[src/rtl/core/ist_pkg.sv]
package ist_pkg;

    localparam int CAPACITY   = 64;
    localparam int WORD_BITS  = 32;
    localparam int CNT_W      = $clog2(CAPACITY + 1);
    localparam int IDX_W      = $clog2(CAPACITY);
    localparam int CMP_W      = (CNT_W > 6) ? CNT_W : 6;
    localparam int LANES      = 8;
    localparam int LANE_W     = $clog2(LANES);
    localparam int NGROUPS    = (CAPACITY + LANES - 1) / LANES;
    localparam int GRP_W      = (NGROUPS > 1) ? $clog2(NGROUPS) : 1;
    localparam int SCAN_IDX_W = GRP_W + LANE_W;

    typedef enum logic [2:0] {
        KIND_INSERT  = 3'd0,
        KIND_REMOVE  = 3'd1,
        KIND_SELECT  = 3'd2,
        KIND_SEARCH  = 3'd3,
        KIND_REPLACE = 3'd4
    } kind_t;

    typedef enum logic [2:0] {
        CELL_HOLD,
        CELL_INSERT,
        CELL_REMOVE,
        CELL_REPLACE,
        CELL_SEARCH
    } cell_op_t;

    typedef struct packed {
        cell_op_t               op;
        logic [CNT_W-1:0]       pos;
        logic [CNT_W-1:0]       count;
        logic [WORD_BITS-1:0]   word;
    } cell_ctl_t;

    typedef struct packed {
        logic                   done;
        logic                   hit;
        logic [SCAN_IDX_W-1:0]  index;
    } scan_res_t;

endpackage

[src/rtl/core/ist_scan.sv]
module ist_scan
    import ist_pkg::*;
(
    input  logic                clk,
    input  logic                rst_n,
    input  logic                start,
    input  logic [CAPACITY-1:0] match,
    output scan_res_t           res
);

    logic [NGROUPS*LANES-1:0] match_pad;
    logic [LANES-1:0]         slice;
    logic [LANE_W-1:0]        lane;
    logic                     any_hit;
    logic                     last_group;
    logic                     busy_reg;
    logic                     busy_next;
    logic [GRP_W-1:0]         group_reg;
    logic [GRP_W-1:0]         group_next;

    assign match_pad  = (NGROUPS*LANES)'(match);
    assign slice      = match_pad[group_reg*LANES +: LANES];
    assign any_hit    = |slice;
    assign last_group = (group_reg == GRP_W'(NGROUPS - 1));

    // lowest set lane wins
    always_comb
    begin
        lane = '0;
        for (int k = LANES - 1; k >= 0; k--)
        begin
            if (slice[k])
            begin
                lane = LANE_W'(k);
            end
        end
    end

    always_comb
    begin
        busy_next  = busy_reg;
        group_next = group_reg;
        res.done   = 1'b0;
        res.hit    = any_hit;
        res.index  = {group_reg, lane};
        if (start)
        begin
            busy_next  = 1'b1;
            group_next = '0;
        end
        else if (busy_reg)
        begin
            if (any_hit || last_group)
            begin
                res.done  = 1'b1;
                busy_next = 1'b0;
            end
            else
            begin
                group_next = group_reg + GRP_W'(1);
            end
        end
    end

    always_ff @(posedge clk or negedge rst_n)
    begin
        if (!rst_n)
        begin
            busy_reg  <= 1'b0;
            group_reg <= '0;
        end
        else
        begin
            busy_reg  <= busy_next;
            group_reg <= group_next;
        end
    end

endmodule

[config.mk]
export PLATFORM = sky130hd
export DESIGN_NAME = ist_scan
export DESIGN_NICKNAME = d
export VERILOG_FILES = /design/src/rtl/core/ist_pkg.sv /design/src/rtl/core/ist_scan.sv
export SDC_FILE = /design/constraint.sdc
export NUM_CORES = 1
export LEC_CHECK = 0
export ABC_AREA = 1
export BUFFER_PORTS_ARGS = -buffer_cell sky130_fd_sc_hd__buf_4
export CORE_UTILIZATION = 42
export DETAILED_ROUTE_END_ITERATION = 7
export PLACE_DENSITY = 0.89
export SKIP_LAST_GASP = 1
export SYNTH_ARGS = -nofsm -noshare
export SYNTH_HDL_FRONTEND = slang
export SYNTH_SLANG_ARGS = --single-unit
[constraint.sdc]
create_clock -name clk -period 2.2 [get_ports clk]
set_input_delay 0.22 -clock clk [delete_from_list [all_inputs] [get_ports clk]]
set_output_delay 0.22 -clock clk [all_outputs]
set_load 0.01 [all_outputs]
# Word level (Yosys, flattened, before mapping)
# Cells that the tools add are included.
[op_classes]
n_addsub = 1
eq_ne = 2
shifts = 1
mux = 17
n_reduce_logical = 4
[ops]
columns = ["op", "n"]
rows = [
  ["$shiftx A64 B7 Y8", 1],
  ["$mux W3", 11],
  ["$reduce_or A8 Y1", 1],
  ["$mux W1", 6],
  ["$add A3 B1 Y3 const B", 1],
  ["$eq A3 B3 Y1 const B", 1],
  ["$ne A2 B2 Y1 const B", 1],
  ["$reduce_and A2 Y1", 1],
  ["$reduce_bool A2 Y1", 1],
  ["$logic_or A1 B1 Y1", 1],
]
[word_totals]
register_bits = 4
out_inout_bits = 8
word_cells = 27

# Longest topological paths before layout
[depth]
depth_word = 9
depth_mapped = 14
depth_no_buf = 12

# Least setup slack after synthesis
# Ideal clock, no wire load.
[synth_timing]
path_kind = "register to output"
startpoint = "register group_reg[0]"
endpoint = "output res[0] (netlist name)"
arrival_time_ns = 1.542
required_ns = 1.980
slack_ns = 0.438
path_stages_with_launch = 14
path_buffers = 2
cell_sequence = "dfrtp_1 -> buf_6 -> inv_4 -> buf_6 -> nand2_1 -> nand3_1 -> nand3_1 -> nand2_1 -> nand3_1 -> nand2_1 -> nand2_1 -> nand2_1 -> nand2_1 -> a21boi_0"
[synth_lines]
columns = ["item", "line_no", "source"]
rows = [
  ["start: declaration", "ist_scan.sv:18", "logic [GRP_W-1:0] group_reg;"],
  ["start signal: assignment", "ist_scan.sv:75", "group_reg <= group_next;"],
  ["end: declaration", "ist_scan.sv:8", "output scan_res_t res"],
]

==> summary.md <==
### Floorplanning
* **core footprint** 2500 um^2
* **die width** 53.5 um
* **Die Area** 2860 um^2
* **I/O Pins** 75
* **Rows** 18
* **height of the die** 53.5 um
* **initial cell density of the core** 44.6%

### Timing
* **final critical-path share of the clock period** 100%
* **number of hold-slack violations in the final timing report** 0
* **post-route setup slack** -9.08 ps
* **highest clock frequency the design can meet** 453 MHz
* **Setup Total Neg Slack** -9.08 ps
* **transition time at the pin with the least slew margin** 327 ps
* **final setup vio count** 1
* **Max-slew headroom** 78.2%
* **smallest hold slack** 262 ps
* **number of max-slew violations in the final report** 0
* **Tmin final** 2210 ps
* **worst setup skew after layout** 1.59 ps

### Global routing
* **aggregate global routing overflow** 0
* **antenna violations before repair** 0
* **global-route wire length before repair** 4490 um
* **vias in the first global route** 1155
* **GRT Total Usage** 21.0%
* **maximum number of pins on one net before global-route repair** 26

### Yosys
* **area fraction in compound gates after synthesis** 2.58%
* **flop and latch count out of synthesis** 4
* **synthesized cell area** 1110 um^2
* **sequential element share of the synthesized area** 8.98%
* **share of synthesized cell area in and, or, nand and nor gates** 62.7%
* **mux cell area share after synthesis** 0%
* **nets in the synthesized netlist** 298
* **mean post-synth cell area** 4.87 um^2
* **largest family of logic cells by synthesized area** simple AND/OR/NAND/NOR gates
* **count of distinct cell types in the synthesized netlist** 19
* **count of warnings emitted by yosys** 0
* **adder-cell share of the synthesized area** 2.24%
* **post-synthesis cell count** 229
* **parity-gate share of the synthesized area counting xor and xnor cells** 0%

### Detailed routing
* **detailed-route wire length** 4030 um
* **via-per-instance ratio** 4.87
* **detailed-routing iteration count for the pre-antenna-repair pass** 4
* **DR DRC count** 0
* **vias** 1704
* **count of antenna-violating nets left after detailed routing** 0
* **Detailed Route Iter0 Violations** 44
* **routed length per instance** 11.5 um

### Placed design
* **post-detailed-placement half-perimeter wirelength** 2290 um
* **GP Congestion** 0.790
* **number of port buffers** 74

### Clock network
* **maximum buffer depth of the clock tree** 2
* **number of levels the H-tree was split into** 1
* **CTS Buf Count** 3
* **insertion delay to the later sink of the worst-skew pair** 240 ps
* **TritonCTS clock tree** done
* **clock edge transition at the registers on the reported setup and hold paths** 40 ps
* **cell chosen for the clock root** sky130_fd_sc_hd__clkbuf_4
* **TritonCTS Sinks** 4

### Power
* **power per standard cell area** 301 nW/um^2
* **Max VDD drop** 0.442 mV
* **Leak** 0.00120 uW
* **PnR Total Power** 599 uW

### Worst setup path
* **worst path arrival time** 1990 ps
* **Worst path most repeated cell** sky130_fd_sc_hd__nand2_1
* **delay contributed by the slowest stage of the critical path** 470 ps
* **biggest fanout along the worst timing path** 6
* **worst path cell trace** buf_6, buf_4, nand2_1, nand2_1, nand2_1, nand3_1, nand2_1, nand2_2, nor2_4, nand3_2, nand2_2, inv_2, buf_6
* **cell type of the slowest stage on the worst timing path** sky130_fd_sc_hd__dfrtp_2
* **required time of the critical path** 1980 ps
* **Crit. End Element** primary output
* **CP Launch Type** flip-flop
* **crit path buf inv count** 4
* **kind of critical path** reg2out
* **largest delay contributor family on the critical path** simple AND/OR/NAND/NOR gates

### Cells and area
* **Area growth, synth to finish** 78.5%
* **share of layout cells above drive strength 1** 39.4%
* **Antenna Diode Count** 0
* **fin util** 79.6%
* **nets** 391
* **number of flip-flops in the largest register** 3

### Outcome
* **violations in the final reports** negative setup slack
* **result of the run** finished, violations left

### Flow run
* **max-capacitance violation count** 0

### Hold path
* **kind of path behind the tightest hold check** in2reg

-- placed cells by master (no fill, tap or decap), types with 2 or more instances in the layout --
cell,Yosys,routed
sky130_fd_sc_hd__buf_12,0,2
sky130_fd_sc_hd__buf_4,5,87
sky130_fd_sc_hd__buf_6,4,6
sky130_fd_sc_hd__clkbuf_16,0,3
sky130_fd_sc_hd__clkbuf_4,0,3
sky130_fd_sc_hd__dfrtp_1,4,3
sky130_fd_sc_hd__ha_1,2,2
sky130_fd_sc_hd__inv_1,41,39
sky130_fd_sc_hd__nand2_1,94,90
sky130_fd_sc_hd__nand2_2,4,8
sky130_fd_sc_hd__nand3_1,37,35
sky130_fd_sc_hd__nand3_2,1,3
sky130_fd_sc_hd__nor2_1,23,18
sky130_fd_sc_hd__nor2_2,0,4
sky130_fd_sc_hd__nor2_4,2,3
sky130_fd_sc_hd__o21ai_1,3,3
-- area by class of cell --
type / instances / area, um^2
Clock buffer: 3 / 22.5
Fill cell: 180 / 510
Inverter: 43 / 178
Multi-Input combinational cell: 170 / 796
Sequential cell: 4 / 101
Tap cell: 30 / 37.5
Timing Repair Buffer: 99 / 846
Timing Repair inverter: 1 / 8.76
-- routing by layer --
layer / vias to the layer above / routed length [um] / global-route usage [%]
met2: 79 / 2120 / 39.0
met3: 14 / 293 / 1.44
met1: 745 / 1500 / 25.3
met5: - / 0 / 0
li1: 866 / - / -
met4: 0 / 112 / 6.58
-- power by group --
part	internal, uW	leakage [uW]	total [uW]	switching, uW
Combinational	231	0.00114	422	191
Clock	61.1	0.0000138	92.9	31.8
Sequential	77.4	0.0000512	84.4	7.08
Total	370	0.00120	599	230
-- kinds of logic (layout without fill, tap and decap cells) --
logic type	Yosys count	count (layout)
compound gates	5	5
fa+ha+maj	2	2
buf+inv	55	146
flops	4	4
simple gates	163	163
-- stage by stage --
step                setup WS (ps)  instance area (um^2)  std cells
floorplan                     438                  1110        229
global placement              284                  1650        325
detailed placement            269                  1650        325
CTS                          14.7                  1690        329
global route                 -118                  1990        350
finish                      -9.08                  1990        350
-- repair_timing --
item                                    4_1_cts  5_1_grt
gates resized for setup                       0       30
hold buffers                                  1        0
setup buffers                                 0       16
endpoints found under the setup margin        0        4
hold endpoints to repair                      4        0
-- cells in the mapped netlist --
library cell	n	share of area, %
sky130_fd_sc_hd__nor2_4	2	2.0
sky130_fd_sc_hd__buf_6	4	4.0
sky130_fd_sc_hd__ha_1	2	2.2
sky130_fd_sc_hd__dfrtp_1	4	9.0
sky130_fd_sc_hd__inv_1	41	14
sky130_fd_sc_hd__buf_2	3	1.3
sky130_fd_sc_hd__nand2_1	94	32
sky130_fd_sc_hd__clkinv_1	1	0.34
sky130_fd_sc_hd__o21ai_1	3	1.3
sky130_fd_sc_hd__buf_4	5	3.4
sky130_fd_sc_hd__nand3_1	37	17
sky130_fd_sc_hd__nor2_1	23	7.7
sky130_fd_sc_hd__nand3_2	1	0.90
sky130_fd_sc_hd__nand2_2	4	2.2
sky130_fd_sc_hd__inv_4	1	0.56
sky130_fd_sc_hd__nand4_2	1	1.1
sky130_fd_sc_hd__nor3_1	1	0.45
sky130_fd_sc_hd__a31oi_1	1	0.56
sky130_fd_sc_hd__a21boi_0	1	0.67
-- worst register-to-register path: stages (launching register included) --
cell and delay, ps:
sky130_fd_sc_hd__dfrtp_2 470, sky130_fd_sc_hd__buf_6 160, sky130_fd_sc_hd__buf_4 140, sky130_fd_sc_hd__nand2_1 70, sky130_fd_sc_hd__nand2_1 70, sky130_fd_sc_hd__nand2_1 70
sky130_fd_sc_hd__nand3_1 70, sky130_fd_sc_hd__nand2_1 120, sky130_fd_sc_hd__nand2_2 100, sky130_fd_sc_hd__nor2_4 150, sky130_fd_sc_hd__buf_4 120, sky130_fd_sc_hd__nand4_2 120
sky130_fd_sc_hd__nand3_1 110, sky130_fd_sc_hd__nand2_1 50
-- final timing paths --
kind                                           from                       end  slack (ps)  cells past startpoint
hold reg to reg                  busy_reg$_DFF_PN0_        busy_reg$_DFF_PN0_         610                      2
min in group asynchronous                     rst_n        busy_reg$_DFF_PN0_         310                      2
max in group asynchronous                     rst_n  group_reg[0]$_DFFE_PN0P_        1770                      2
hold / removal                                start  group_reg[0]$_DFFE_PN0P_         260                      4
setup reg to reg           group_reg[0]$_DFFE_PN0P_  group_reg[2]$_DFFE_PN0P_         260                     13
setup / recovery           group_reg[0]$_DFFE_PN0P_                    res[7]          -9                     13
No activity file was read; power rests on OpenSTA's default activity.
