**src/rtl/core/ist_pkg.sv**
```systemverilog
package ist_pkg;

    localparam int CAPACITY   = 64;
    localparam int WORD_BITS  = 32;
    localparam int CNT_W      = $clog2(CAPACITY + 1);
    localparam int IDX_W      = $clog2(CAPACITY);
    localparam int CMP_W      = (CNT_W > 6) ? CNT_W : 6;
    localparam int LANES      = 8;
    localparam int LANE_W     = $clog2(LANES);
    localparam int NGROUPS    = (CAPACITY + LANES - 1) / LANES;
    localparam int GRP_W      = (NGROUPS > 1) ? $clog2(NGROUPS) : 1;
    localparam int SCAN_IDX_W = GRP_W + LANE_W;

    typedef enum logic [2:0] {
        KIND_INSERT  = 3'd0,
        KIND_REMOVE  = 3'd1,
        KIND_SELECT  = 3'd2,
        KIND_SEARCH  = 3'd3,
        KIND_REPLACE = 3'd4
    } kind_t;

    typedef enum logic [2:0] {
        CELL_HOLD,
        CELL_INSERT,
        CELL_REMOVE,
        CELL_REPLACE,
        CELL_SEARCH
    } cell_op_t;

    typedef struct packed {
        cell_op_t               op;
        logic [CNT_W-1:0]       pos;
        logic [CNT_W-1:0]       count;
        logic [WORD_BITS-1:0]   word;
    } cell_ctl_t;

    typedef struct packed {
        logic                   done;
        logic                   hit;
        logic [SCAN_IDX_W-1:0]  index;
    } scan_res_t;

endpackage

```
**src/rtl/core/ist_cell.sv**
```systemverilog
module ist_cell
    import ist_pkg::*;
(
    input  logic                 clk,
    input  logic                 rst_n,
    input  cell_ctl_t            ctl,
    input  logic [CNT_W-1:0]     idx,
    input  logic [WORD_BITS-1:0] left_data,
    input  logic [WORD_BITS-1:0] right_data,
    output logic [WORD_BITS-1:0] data,
    output logic                 match
);

    logic [WORD_BITS-1:0] data_reg;
    logic [WORD_BITS-1:0] data_next;
    logic                 match_reg;
    logic                 match_next;
    logic [CNT_W:0]       idx_plus;

    assign idx_plus = {1'b0, idx} + {{CNT_W{1'b0}}, 1'b1};

    always_comb
    begin
        data_next  = data_reg;
        match_next = match_reg;
        case (ctl.op)
            CELL_INSERT:
            begin
                if (idx == ctl.pos)
                begin
                    data_next = ctl.word;
                end
                else if (idx > ctl.pos && idx <= ctl.count)
                begin
                    data_next = left_data;
                end
            end
            CELL_REMOVE:
            begin
                // close the gap: everything above the removed slot moves down
                if (idx >= ctl.pos && idx_plus < {1'b0, ctl.count})
                begin
                    data_next = right_data;
                end
            end
            CELL_REPLACE:
            begin
                if (idx == ctl.pos)
                begin
                    data_next = ctl.word;
                end
            end
            CELL_SEARCH:
            begin
                match_next = (data_reg == ctl.word) && (idx < ctl.count);
            end
            default:
            begin
                data_next = data_reg;
            end
        endcase
    end

    always_ff @(posedge clk)
    begin
        data_reg <= data_next;
    end

    always_ff @(posedge clk or negedge rst_n)
    begin
        if (!rst_n)
        begin
            match_reg <= 1'b0;
        end
        else
        begin
            match_reg <= match_next;
        end
    end

    assign data  = data_reg;
    assign match = match_reg;

endmodule

```
**config.mk**
```make
export PLATFORM = sky130hd
export DESIGN_NAME = ist_cell
export DESIGN_NICKNAME = d
export VERILOG_FILES = /design/src/rtl/core/ist_pkg.sv /design/src/rtl/core/ist_cell.sv
export SDC_FILE = /design/constraint.sdc
export NUM_CORES = 1
export LEC_CHECK = 0
export BUFFER_PORTS_ARGS = -buffer_cell sky130_fd_sc_hd__buf_2
export CAP_MARGIN = 40
export CELL_PAD_IN_SITES_DETAIL_PLACEMENT = 1
export CELL_PAD_IN_SITES_GLOBAL_PLACEMENT = 2
export CORE_UTILIZATION = 21
export CTS_BUF_LIST = sky130_fd_sc_hd__clkbuf_4 sky130_fd_sc_hd__clkbuf_8 sky130_fd_sc_hd__clkbuf_16
export DETAILED_ROUTE_END_ITERATION = 10
export GPL_ROUTABILITY_DRIVEN = 0
export GPL_TIMING_DRIVEN = 0
export PLACE_DENSITY = 0.79
export RECOVER_POWER = 50
export SETUP_SLACK_MARGIN = 0.02
export SLEW_MARGIN = 10
export SYNTH_ARGS = -nofsm -noshare
export SYNTH_HDL_FRONTEND = slang
export SYNTH_SLANG_ARGS = --single-unit
```
**constraint.sdc**
```tcl
create_clock -name clk -period 1.2 [get_ports clk]
set_input_delay 0.3 -clock clk [delete_from_list [all_inputs] [get_ports clk]]
set_output_delay 0.3 -clock clk [all_outputs]
set_load 0.1 [all_outputs]
```
==> Word level (Yosys, flattened, before mapping) <==
Cells that the tools add are included.
{ "classes": {"n_mux": 5, "order_cmp": 5, "n_reduce_logical": 5, "add_sub_neg": 1, "n_eq_ne": 9} }
{ "ops": {"columns": ["cell", "count"], "rows": [
  ["32-bit 2-to-1 mux", 4],
  ["32-bit case mux with 3 select lines", 1],
  ["32-bit equality test", 1],
  ["7-bit by 1-bit adder with 8-bit output, second input constant", 1],
  ["8-bit by 7-bit less-than comparator with 1-bit output", 1],
  ["7-bit equality test", 1],
  ["7-bit >= comparator", 1],
  ["7-bit > comparator", 1],
  ["7-bit less-or-equal comparator", 1],
  ["7-bit less-than comparator", 1],
  ["3-bit by 2-bit equality test with 1-bit output, second input constant", 2],
  ["2-bit inequality test, second input constant", 2],
  ["4-bit AND reduction", 1],
  ["3-bit by 1-bit equality test with 1-bit output, second input constant", 1],
  ["3-bit equality test, second input constant", 1],
  ["1-bit logical AND", 3],
  ["3-bit inequality test, second input constant", 1],
  ["3-bit nonzero test", 1]
]} }
{ "totals": {"reg_bits": 33, "output_inout_bits": 33, "wordCells": 27} }

==> Longest topological paths before layout <==
Gate-level depths: netlist of run 1.
{ "depth": {"word_depth": 5, "mapped_depth": 9, "ltp_nobuf": 9} }

==> Least setup slack after synthesis of run 1 <==
No wires, ideal clock.
{ "synth_path": {"path_kind": "input-to-reg", "startpoint": "input idx[0]", "endpoint": "register data_reg[0] (netlist: data[0]) (enable)", "stages": 9, "setup_slack_ps": -3380, "path_buffers": 0, "arrival_time_ps": 4100, "setup_time_ps": 480, "required_ps": 720, "cell_sequence": "and3_1 nand3_1 xnor2_1 ha_1 a21o_1 a211oi_2 o21ai_1 a41o_1 a311oi_1"} }
{ "synth_via": {"elab_chain_len": 5} }
{ "synth_lines": {"columns": ["element", "line_no", "rtl"], "rows": [
  ["from (decl)", "ist_cell.sv:7", "input logic [CNT_W-1:0] idx,"],
  ["7-bit by 1-bit adder with 8-bit output", "ist_cell.sv:20", "assign idx_plus = {1'b0, idx} + {{CNT_W{1'b0}}, 1'b1};"],
  ["8-bit by 7-bit less-than comparator with 1-bit output", "ist_cell.sv:41", "if (idx >= ctl.pos && idx_plus < {1'b0, ctl.count})"],
  ["1-bit logical AND", "ist_cell.sv:41", null],
  ["2-bit inequality test (no line)", null, null],
  ["4-bit AND reduction (no line) (*)", null, null],
  ["to (signal assigned)", "ist_cell.sv:66", "data_reg <= data_next;"],
  ["to (decl)", "ist_cell.sv:14", "logic [WORD_BITS-1:0] data_reg;"]
]} }
Every way passes the cells marked *; elsewhere a longest branch is shown, timed or not.
A chain may end at the register's enable or synchronous reset.

==> Worst setup path after layout of run 1 <==
{ "layout_path": {"startpoint": "input idx[4]", "endpoint": "register data_reg[17] (netlist: data[17]) (enable)"} }
The elaborated chain is that of the path after synthesis.

==> metrics.md, run 1 <==
| Metric | Value |
|---|---|
| Clk buf depth | 2 |
| Global-route wire length before repair | between 15 and 20 mm |
| Register area share after synthesis | 40.02% |
| Post-route ant nets | 0 |
| Final Power | 4.938 mW |
| DP HPWL | roughly 7.7 mm |
| RSZ-0062 raised after global routing | yes |
| Worst path required time | around 1.2 ns |
| Clock sinks | 33 |
| Failing checks | setup timing |
| Post-route core utilization | between 40% and 50% |
| Final Max Slew Viols | 0 |
| Comb pwr share | 36.4% |
| Final setup viols | 96 |
| Fin area | 4949 um^2 |
| Status | finished, violations left |
| DRT iter0 DRCs | 87 |
| Top Ports | 155 |
| Peak supply drop | roughly 0.00053 V |
| Crit-path max FO | 8 |
| Post-DR vias/cell | between 4 and 5 |
| Startpoint Class | primary input |
| Reg clk slew, reported paths | 0.06 ns |
| Hold WS | 0.3276 ns |
| Fin. Hold Viols | 0 |
| Vias in the first global route | just under 3k |
| Synth unique cells | 32 |
| NetSw | between 1.5 and 2 mW |
| Normalized max-slew margin | 75.51% |
| Ys Warns | 0 |
| Clock group share of total power | 35.2% |
| Sw Share | around 33% |
| Die Height | about 110 um |
| Max Cap Viol | 0 |
| CP delay by family, top | compound AO/OA/AOI/OAI gates |
| Layout Cells excl Fill | ~600 |
| CP max stage delay | roughly 0.30 ns |
| Layout cells sized above 1 | between 60 and 70% |
| Avg Cell Area, Syn | just over 9 um^2 |
| GR Util All Layers | ~17% |
| Commonest non-fill, non-tap cell in the layout | buf_2 |
| Ratio of final minimum period to clock period | 201.7% |
| Area post-placement | between 3000 and 4000 um^2 |
| # rows | 39 |
| CP Class | primary input to flop |
| Core Box Area | ~11000 um^2 |
| Worst min-delay path class | primary input to flop |
| Cells after synthesis | around 270 |
| DP Worst Slack | -2.027 ns |
| DR vias | approximately 2.8k |
| H-tree levels | 2 |
| Flop pwr share | between 20% and 30% |
| Yosys reg bits | 33 |
| Tightest Pin Transition | about 0.37 ns |
| IO buf count | 154 |
| Grt total ovfl | 0 |
| Worst setup slack after layout | -1.220 ns |
| Final nets | about 600 |
| Die area | 12170 um^2 |
| Clock Tree Root | clkbuf_16 |
| PwrDens | 997.9 nW/um^2 |
| Dpl cells | approximately 570 |
| Number of flip-flops in the largest register | 32 |
| CP Cell Sequence | buf_12 -> and3_4 -> nand3_4 -> xnor2_2 -> ha_1 -> a21o_1 -> a211oi_2 -> o21ai_1 -> a41o_1 -> a311oi_4 -> buf_6 -> buf_8 |
| Inserted Diodes | 0 |
| Leak Pwr | between 2 and 2.5 nW |
| Worst Setup End Kind | flop |
| Drt wl/cell | 18.16 um |
| Syn-to-layout area delta | 100.9% |
| Initial antenna violation count | 0 |
| Initial Utilization | between 20% and 30% |
| Die width | between 100 and 150 um |
| Drt drc | 0 |
| Syn nets | between 400 and 500 |
| Largest net degree at the start of global routing | 13 |
| Fin Setup TNS | -52.97 ns |
| Final Routed Wirelength | ~11 mm |
| Fmax | slightly above 0.4 GHz |
| CP max-delay cell | a311oi_4 |
| TritonCTS clock tree | done |
| Internal power | around 3.3 mW |
| DR pass1 iterations | 3 |
| Fillers | around 1.3k |
| Most frequent cells in the layout | buf_2, buf_6, nor2_1, edfxtp_1, nor2_2 |
| WP data arrival | 2.42 ns |
| Tmin final | between 2 and 2.5 ns |
| CTS buffer count | 5 |
| Mapped Area | between 2000 and 2500 um^2 |
| Clk_skew | around 0.0054 ns |
| Clk_lat worst skew | roughly 0.28 ns |
| CP bufs+invs | 3 |
[cell usage after synthesis (all sizes together)]
cell | instances | area (um^2)
nor2 | 70 | 262.8
edfxtp | 32 | 960.9
o22ai | 32 | 200.2
ha | 22 | 275.3
xnor2 | 22 | 192.7
xor2 | 15 | 131.4
inv | 14 | 52.55
nand4 | 8 | 50.05
a21oi | 7 | 35.03
clkbuf | 7 | 26.28
nand2 | 7 | 26.28
nand3 | 6 | 30.03
o21ai | 6 | 30.03
buf | 3 | 12.51
nor4 | 3 | 18.77
a21o | 2 | 15.01
nor2b | 2 | 12.51
nor3 | 2 | 10.01
a2111oi | 1 | 8.760
a211oi | 1 | 12.51
a311oi | 1 | 8.760
a41o | 1 | 10.01
and3 | 1 | 6.260
dfrtp | 1 | 25.02
mux2i | 1 | 10.01
nand2b | 1 | 6.260
nand3b | 1 | 7.510
o211a | 1 | 10.01
or2b | 1 | 7.510
or3b | 1 | 8.760
[layer usage]
| layer | up-vias | routed length [um] | track usage [%] |
|---|---|---|---|
| li1 | 1358 | - | - |
| met1 | 1302 | 4315 | 20.33 |
| met2 | 105 | 5838 | 32.25 |
| met3 | 13 | 691 | 3.762 |
| met4 | 0 | 178 | 4.229 |
| met5 | - | 0 | 0 |
[power groups by stage]
stage / sequential, mW / combinational [mW] / clock, mW
after floorplan: 1.83 / 0.429 / 0
after global placement: 1.41 / 1.29 / 0
after detailed placement: 1.41 / 1.32 / 0
after CTS: 1.41 / 1.67 / 1.76
after global routing: 1.41 / 1.92 / 1.80
final: 1.41 / 1.80 / 1.74
[final cells by class]
| cell class | instances | area, um^2 | share of cell area, % |
|---|---|---|---|
| buffer | 10 | 145.1 | 2.933 |
| multi-input combinational | 215 | 1996 | 40.33 |
| tap | 143 | 178.9 | 3.616 |
| clock inverter | 3 | 68.82 | 1.391 |
| clock buffer | 5 | 125.1 | 2.528 |
| inverter | 14 | 65.06 | 1.315 |
| timing repair buffer | 184 | 1383 | 27.94 |
| sequential | 33 | 987.2 | 19.95 |
[worst min-delay path, delay by kind of cell]
family                 cells  cell delay (ns)
buffers and inverters      1             0.08
and+or+nand+nor            1             0.07
AOI/OAI and AO/OA          1             0.05
[worst paths after layout]
kind                                start        to  slack (ns)  cells after the start
hold reg to reg                     match     match        0.55                      2
hold / removal             right_data[13]  data[13]        0.33                      3
max in group asynchronous           rst_n     match        0.73                      2
setup / recovery                   idx[4]  data[17]       -1.22                     12
min in group asynchronous           rst_n     match        0.37                      2
setup reg to reg                 data[25]     match       -0.35                      5
[what timing repair did]
item | in CTS | in global routing
hold buffers | 1 | 0
pin swaps | 30 | 18
gates cloned | 7 | 0
setup endpoints to repair | 98 | 98
gates resized for setup | 153 | 88
hold endpoints to repair | 1 | 0
setup buffers | 18 | 3
[logic make-up after synthesis]
group / Yosys count / synth area share, %
compound gates: 52 / 13.41
fa+ha+maj: 22 / 11.17
mux: 1 / 0.4063
buf+inv: 24 / 3.708
flops: 33 / 40.02
xor+xnor: 37 / 13.15
simple gates: 103 / 18.13
Power figures use the tool's default switching activity.
==> run 2: changes to the inputs <==
--- a/config.mk
+++ b/config.mk
@@ -7,14 +7,11 @@
 export LEC_CHECK = 0
 export BUFFER_PORTS_ARGS = -buffer_cell sky130_fd_sc_hd__buf_2
 export CAP_MARGIN = 40
-export CELL_PAD_IN_SITES_DETAIL_PLACEMENT = 1
-export CELL_PAD_IN_SITES_GLOBAL_PLACEMENT = 2
-export CORE_UTILIZATION = 21
+export CORE_UTILIZATION = 39
 export CTS_BUF_LIST = sky130_fd_sc_hd__clkbuf_4 sky130_fd_sc_hd__clkbuf_8 sky130_fd_sc_hd__clkbuf_16
 export DETAILED_ROUTE_END_ITERATION = 10
 export GPL_ROUTABILITY_DRIVEN = 0
-export GPL_TIMING_DRIVEN = 0
-export PLACE_DENSITY = 0.79
+export PLACE_DENSITY = 0.78
 export RECOVER_POWER = 50
 export SETUP_SLACK_MARGIN = 0.02
 export SLEW_MARGIN = 10
==> metrics.md, run 2 <==
| Metric | Value |
|---|---|
| Register area share after synthesis | 40.02% (unchanged) |
| H-tree levels | 2 (unchanged) |
| Area leader, netlist | edfxtp_1 |
| Post-synth top flop | edfxtp_1 |
| Yosys reg bits | 33 (unchanged) |
| Synth unique cells | 32 (unchanged) |
| Most common cell in the netlist | nor2_1 |
| Clock Tree Root | clkbuf_8 |
| GR Util All Layers | between 60% and 70% |
| Die width | 81.48 um (-26%) |
| Mux contribution to synthesized area | 0.4063% (unchanged) |
| Cells after synthesis | 272 (unchanged) |
| Clk buf depth | 2 (unchanged) |
| Stopped at | global routing |
| Synth Area in Adders | 11.17% (unchanged) |
| Worst End Pin Type | register data pin |
| Synth Area in XOR/XNOR | 13.15% (unchanged) |
| Mapped Area | 2464 um^2 (unchanged) |
| # rows | 28 (-28%) |
| Clock sinks | 33 (unchanged) |
| Syn nets | 416 (unchanged) |
| Grt total ovfl | 3 |
| DP Worst Slack | -1.569 ns (+0.4575 ns) |
| Ys async rst share | 3.030% (unchanged) |
| Post-synth top area share | 39.00% (unchanged) |
| Worst_ep grt | data[20]$_DFFE_PP_/DE |
| EDFF count, synth | 32 (unchanged) |
| Area post-placement | 4438 um^2 (+25%) |
| Synth top area cells | edfxtp_1, ha_1, nor2_1 |
| Ys Warns | 0 (unchanged) |
| Stop err | [ERROR GRT-0232] Routing congestion too high. Check the congestion heatmap in the GUI. |
| Largest net degree at the start of global routing | 33 |
| Compound-Gate Fraction of Synth Area | 13.41% (unchanged) |
| Top Ports | 155 (unchanged) |
| Simple-gate share of the synthesized area | 18.13% (unchanged) |
| Die Height | 81.48 um (-26%) |
| Commonest cells post-synth | nor2_1, edfxtp_1, o22ai_1 |
| CTS buffer count | 5 (unchanged) |
| Initial Utilization | 41.12% (+20 points) |
| Avg Cell Area, Syn | 9.057 um^2 (unchanged) |
| IO buf count | 154 (unchanged) |
| DP HPWL | 7.295 mm (-5.6%) |
| Status | stopped before the end |
| Largest family of logic cells by synthesized area | simple AND/OR/NAND/NOR gates |
-- run 2: through the flow --
stage / cells / setup TNS (ns) / util, %
after CTS: 600 / -65.66 / 90.77
after detailed placement: 556 / -76.46 / 74.08
after global placement: 556 / -71.22 / 74.08
after floorplan: 272 / -68.02 / -
-- run 2: what timing repair did --
| action | in CTS |
|---|---|
| resized for setup | 103 |
| pin swaps | 27 |
| hold buffers | 1 |
| hold endpoints to repair | 1 |
| endpoints found under the setup margin | 98 |
| buffers inserted | 28 |
| gates cloned | 9 |
-- run 2: kinds of logic after synthesis --
kind of cell,after synthesis
simple gates,103
compound gates,52
xor+xnor,37
flops,33
buf+inv,24
fa+ha+maj,22
mux,1
-- run 2: per-layer routing --
layer  track usage [%]  overflow
met2             87.83         1
met1             66.27         1
met3             38.33         0
met4             68.21         1
met5                 0         0
==> run 3: changes to the inputs <==
--- a/config.mk
+++ b/config.mk
@@ -7,13 +7,11 @@
 export LEC_CHECK = 0
 export BUFFER_PORTS_ARGS = -buffer_cell sky130_fd_sc_hd__buf_2
 export CAP_MARGIN = 40
-export CORE_UTILIZATION = 39
-export CTS_BUF_LIST = sky130_fd_sc_hd__clkbuf_4 sky130_fd_sc_hd__clkbuf_8 sky130_fd_sc_hd__clkbuf_16
+export CORE_UTILIZATION = 40
 export DETAILED_ROUTE_END_ITERATION = 10
 export GPL_ROUTABILITY_DRIVEN = 0
-export PLACE_DENSITY = 0.78
+export PLACE_DENSITY_LB_ADDON = 0.15
 export RECOVER_POWER = 50
-export SETUP_SLACK_MARGIN = 0.02
 export SLEW_MARGIN = 10
 export SYNTH_ARGS = -nofsm -noshare
 export SYNTH_HDL_FRONTEND = slang
==> constraint.sdc (replaced) <==
create_clock -name clk -period 1.6 [get_ports clk]
set_input_delay 0.4 -clock clk [delete_from_list [all_inputs] [get_ports clk]]
set_output_delay 0.4 -clock clk [all_outputs]
set_load 0.1 [all_outputs]
==> metrics.md, run 3 (same netlist as run 1, synthesis figures left out) <==
| Metric | Value |
|---|---|
| Reg area | a little under 1000 um^2 |
| Clk buf depth | 2 (unchanged) |
| Final Max Slew Viols | 0 |
| Final setup viols | between 60 and 70 |
| Final Power | 2.840 mW |
| Drt drc | 0 |
| Status | finished, violations left |
| Leak Pwr | a little under 2 nW |
| Combined area of the multi-input logic cells | around 1700 um^2 |
| Most frequent cells in the layout | buf_2, nor2_1, buf_4, edfxtp_1, xnor2_1 |
| Core Box Area | approximately 5900 um^2 |
| CTS buffer count | 5 (unchanged) |
| Max Cap Viol | 0 |
| PwrDens | about 660 nW/um^2 |
| Final Routed Wirelength | approximately 8 mm |
| Initial Utilization | 41.61% (+0.49 points) |
| Top Ports | 155 (unchanged) |
| CP Cell Sequence | buf_8 -> and3_4 -> nand3_4 -> xnor2_2 -> ha_1 -> a21o_1 -> a211oi_2 -> o21ai_1 -> a41o_1 -> a311oi_4 -> buf_6 -> buf_12 |
| Clk_skew | about 0.0065 ns |
| Number of flip-flops in the largest register | 32 |
| Syn-to-layout area delta | 73.49% |
| Startpoint Class | primary input |
| Post-DR vias/cell | 5.034 |
| Worst path required time | between 1.5 and 2 ns |
| H-tree levels | 2 (unchanged) |
| Clock sinks | 33 (unchanged) |
| Reg clk slew, reported paths | approximately 0.07 ns |
| RSZ-0062 raised after global routing | yes |
| Worst setup slack after layout | -0.8827 ns |
| Fin Setup TNS | -38.01 ns |
| Inserted Diodes | 0 |
| Global-route wire length before repair | 12.35 mm |
| Failing checks | setup timing |
| TritonCTS clock tree | done |
| GR Util All Layers | 25.65% |
| Layout cells sized above 1 | a little over half |
| Tightest Pin Transition | about 0.57 ns |
| Peak supply drop | roughly 0.00053 V |
| Largest net degree at the start of global routing | 33 |
| Commonest non-fill, non-tap cell in the layout | buf_2 |
| Fillers | ~480 |
| Die Height | 80.48 um (-1.2%) |
| CP Class | primary input to flop |
| CP max stage delay | 0.29 ns |
| Worst Setup End Kind | flop |
| Fin. Hold Viols | 0 |
| Final nets | about 620 |
| Die width | 80.48 um (-1.2%) |
| DP HPWL | 6.085 mm (-17%) |
| Fin area | ~4300 um^2 |
| Post-route core utilization | between 70% and 80% |
| Clock Tree Root | clkbuf_8 |
| Die area | about 6500 um^2 |
| Fmax | around 0.40 GHz |
| Drt wl/cell | ~15 um |
| Tmin final | between 2 and 2.5 ns |
| Vias in the first global route | 2611 |
| # rows | 28 (unchanged) |
| Worst min-delay path class | primary input to asynchronous set/reset pin |
| Dpl cells | 530 (-4.7%) |
| Hold WS | 0.4263 ns |
| Ratio of final minimum period to clock period | 155.2% |
| DP Worst Slack | -1.216 ns (+0.3535 ns) |
| Initial antenna violation count | 0 |
| DR pass1 iterations | 4 |
| DR vias | between 2k and 3k |
| Post-route ant nets | 0 |
| Crit-path max FO | 14 |
| CP max-delay cell | ha_1 |
| Clk_lat worst skew | just under 0.3 ns |
| Grt total ovfl | 0 |
| Normalized max-slew margin | a little over 60% |
| DRT iter0 DRCs | 57 |
| IO buf count | 154 (unchanged) |
| WP data arrival | approximately 2.5 ns |
| Area post-placement | 3746 um^2 (-16%) |
| Layout Cells excl Fill | about 550 |
-- run 3: final timing paths --
kind | startpoint | to | slack [ns] | cells after the start
worst min-delay path | rst_n | match | 0.43 | 2
min in group clk | right_data[7] | data[7] | 0.43 | 3
max in group asynchronous | rst_n | match | 1.06 | 2
worst max-delay path | idx[1] | data[26] | -0.88 | 12
worst min register to register | match | match | 0.54 | 2
worst max register to register | data[2] | match | 0.06 | 5
-- run 3: worst max-delay path, delay by kind of cell --
family	cells	cell delay, ns
and+or+nand+nor	2	0.28
AOI/OAI and AO/OA	5	0.99
xor gates and xnor gates	1	0.14
buffers and inverters	3	0.38
adders and majority gates	1	0.29
-- run 3: what timing repair did --
item | in CTS | in global routing
pin swaps | 5 | 21
endpoints found under the hold margin | 1 | 0
hold buffers | 1 | 0
resized for setup | 25 | 31
setup buffers | 4 | 7
cloned | 4 | 1
setup endpoints to repair | 65 | 65
-- run 3: power by group --
| group | total [mW] | switching [mW] | internal [mW] |
|---|---|---|---|
| clock | 0.612 | 0.312 | 0.300 |
| combinational | 1.18 | 0.704 | 0.481 |
| sequential | 1.04 | 0.0304 | 1.01 |
| total | 2.84 | 1.05 | 1.79 |
-- run 3: cell type report --
cell class,instances,share of cell area [%]
clock buffer,5,1.610
clock inverter,3,0.4098
inverter,14,1.522
multi-input combinational,215,38.64
sequential,33,23.07
tap,75,2.196
timing repair buffer,208,32.55
-- run 3: per-layer routing --
layer  track usage, %  vias to the layer above  part of all wire (%)
met5                0                        -                     0
met4            6.964                        0                   1.3
met3            5.455                        8                   6.5
met2            43.81                      100                    49
met1            32.46                     1291                    44
li1                 -                     1385                     -
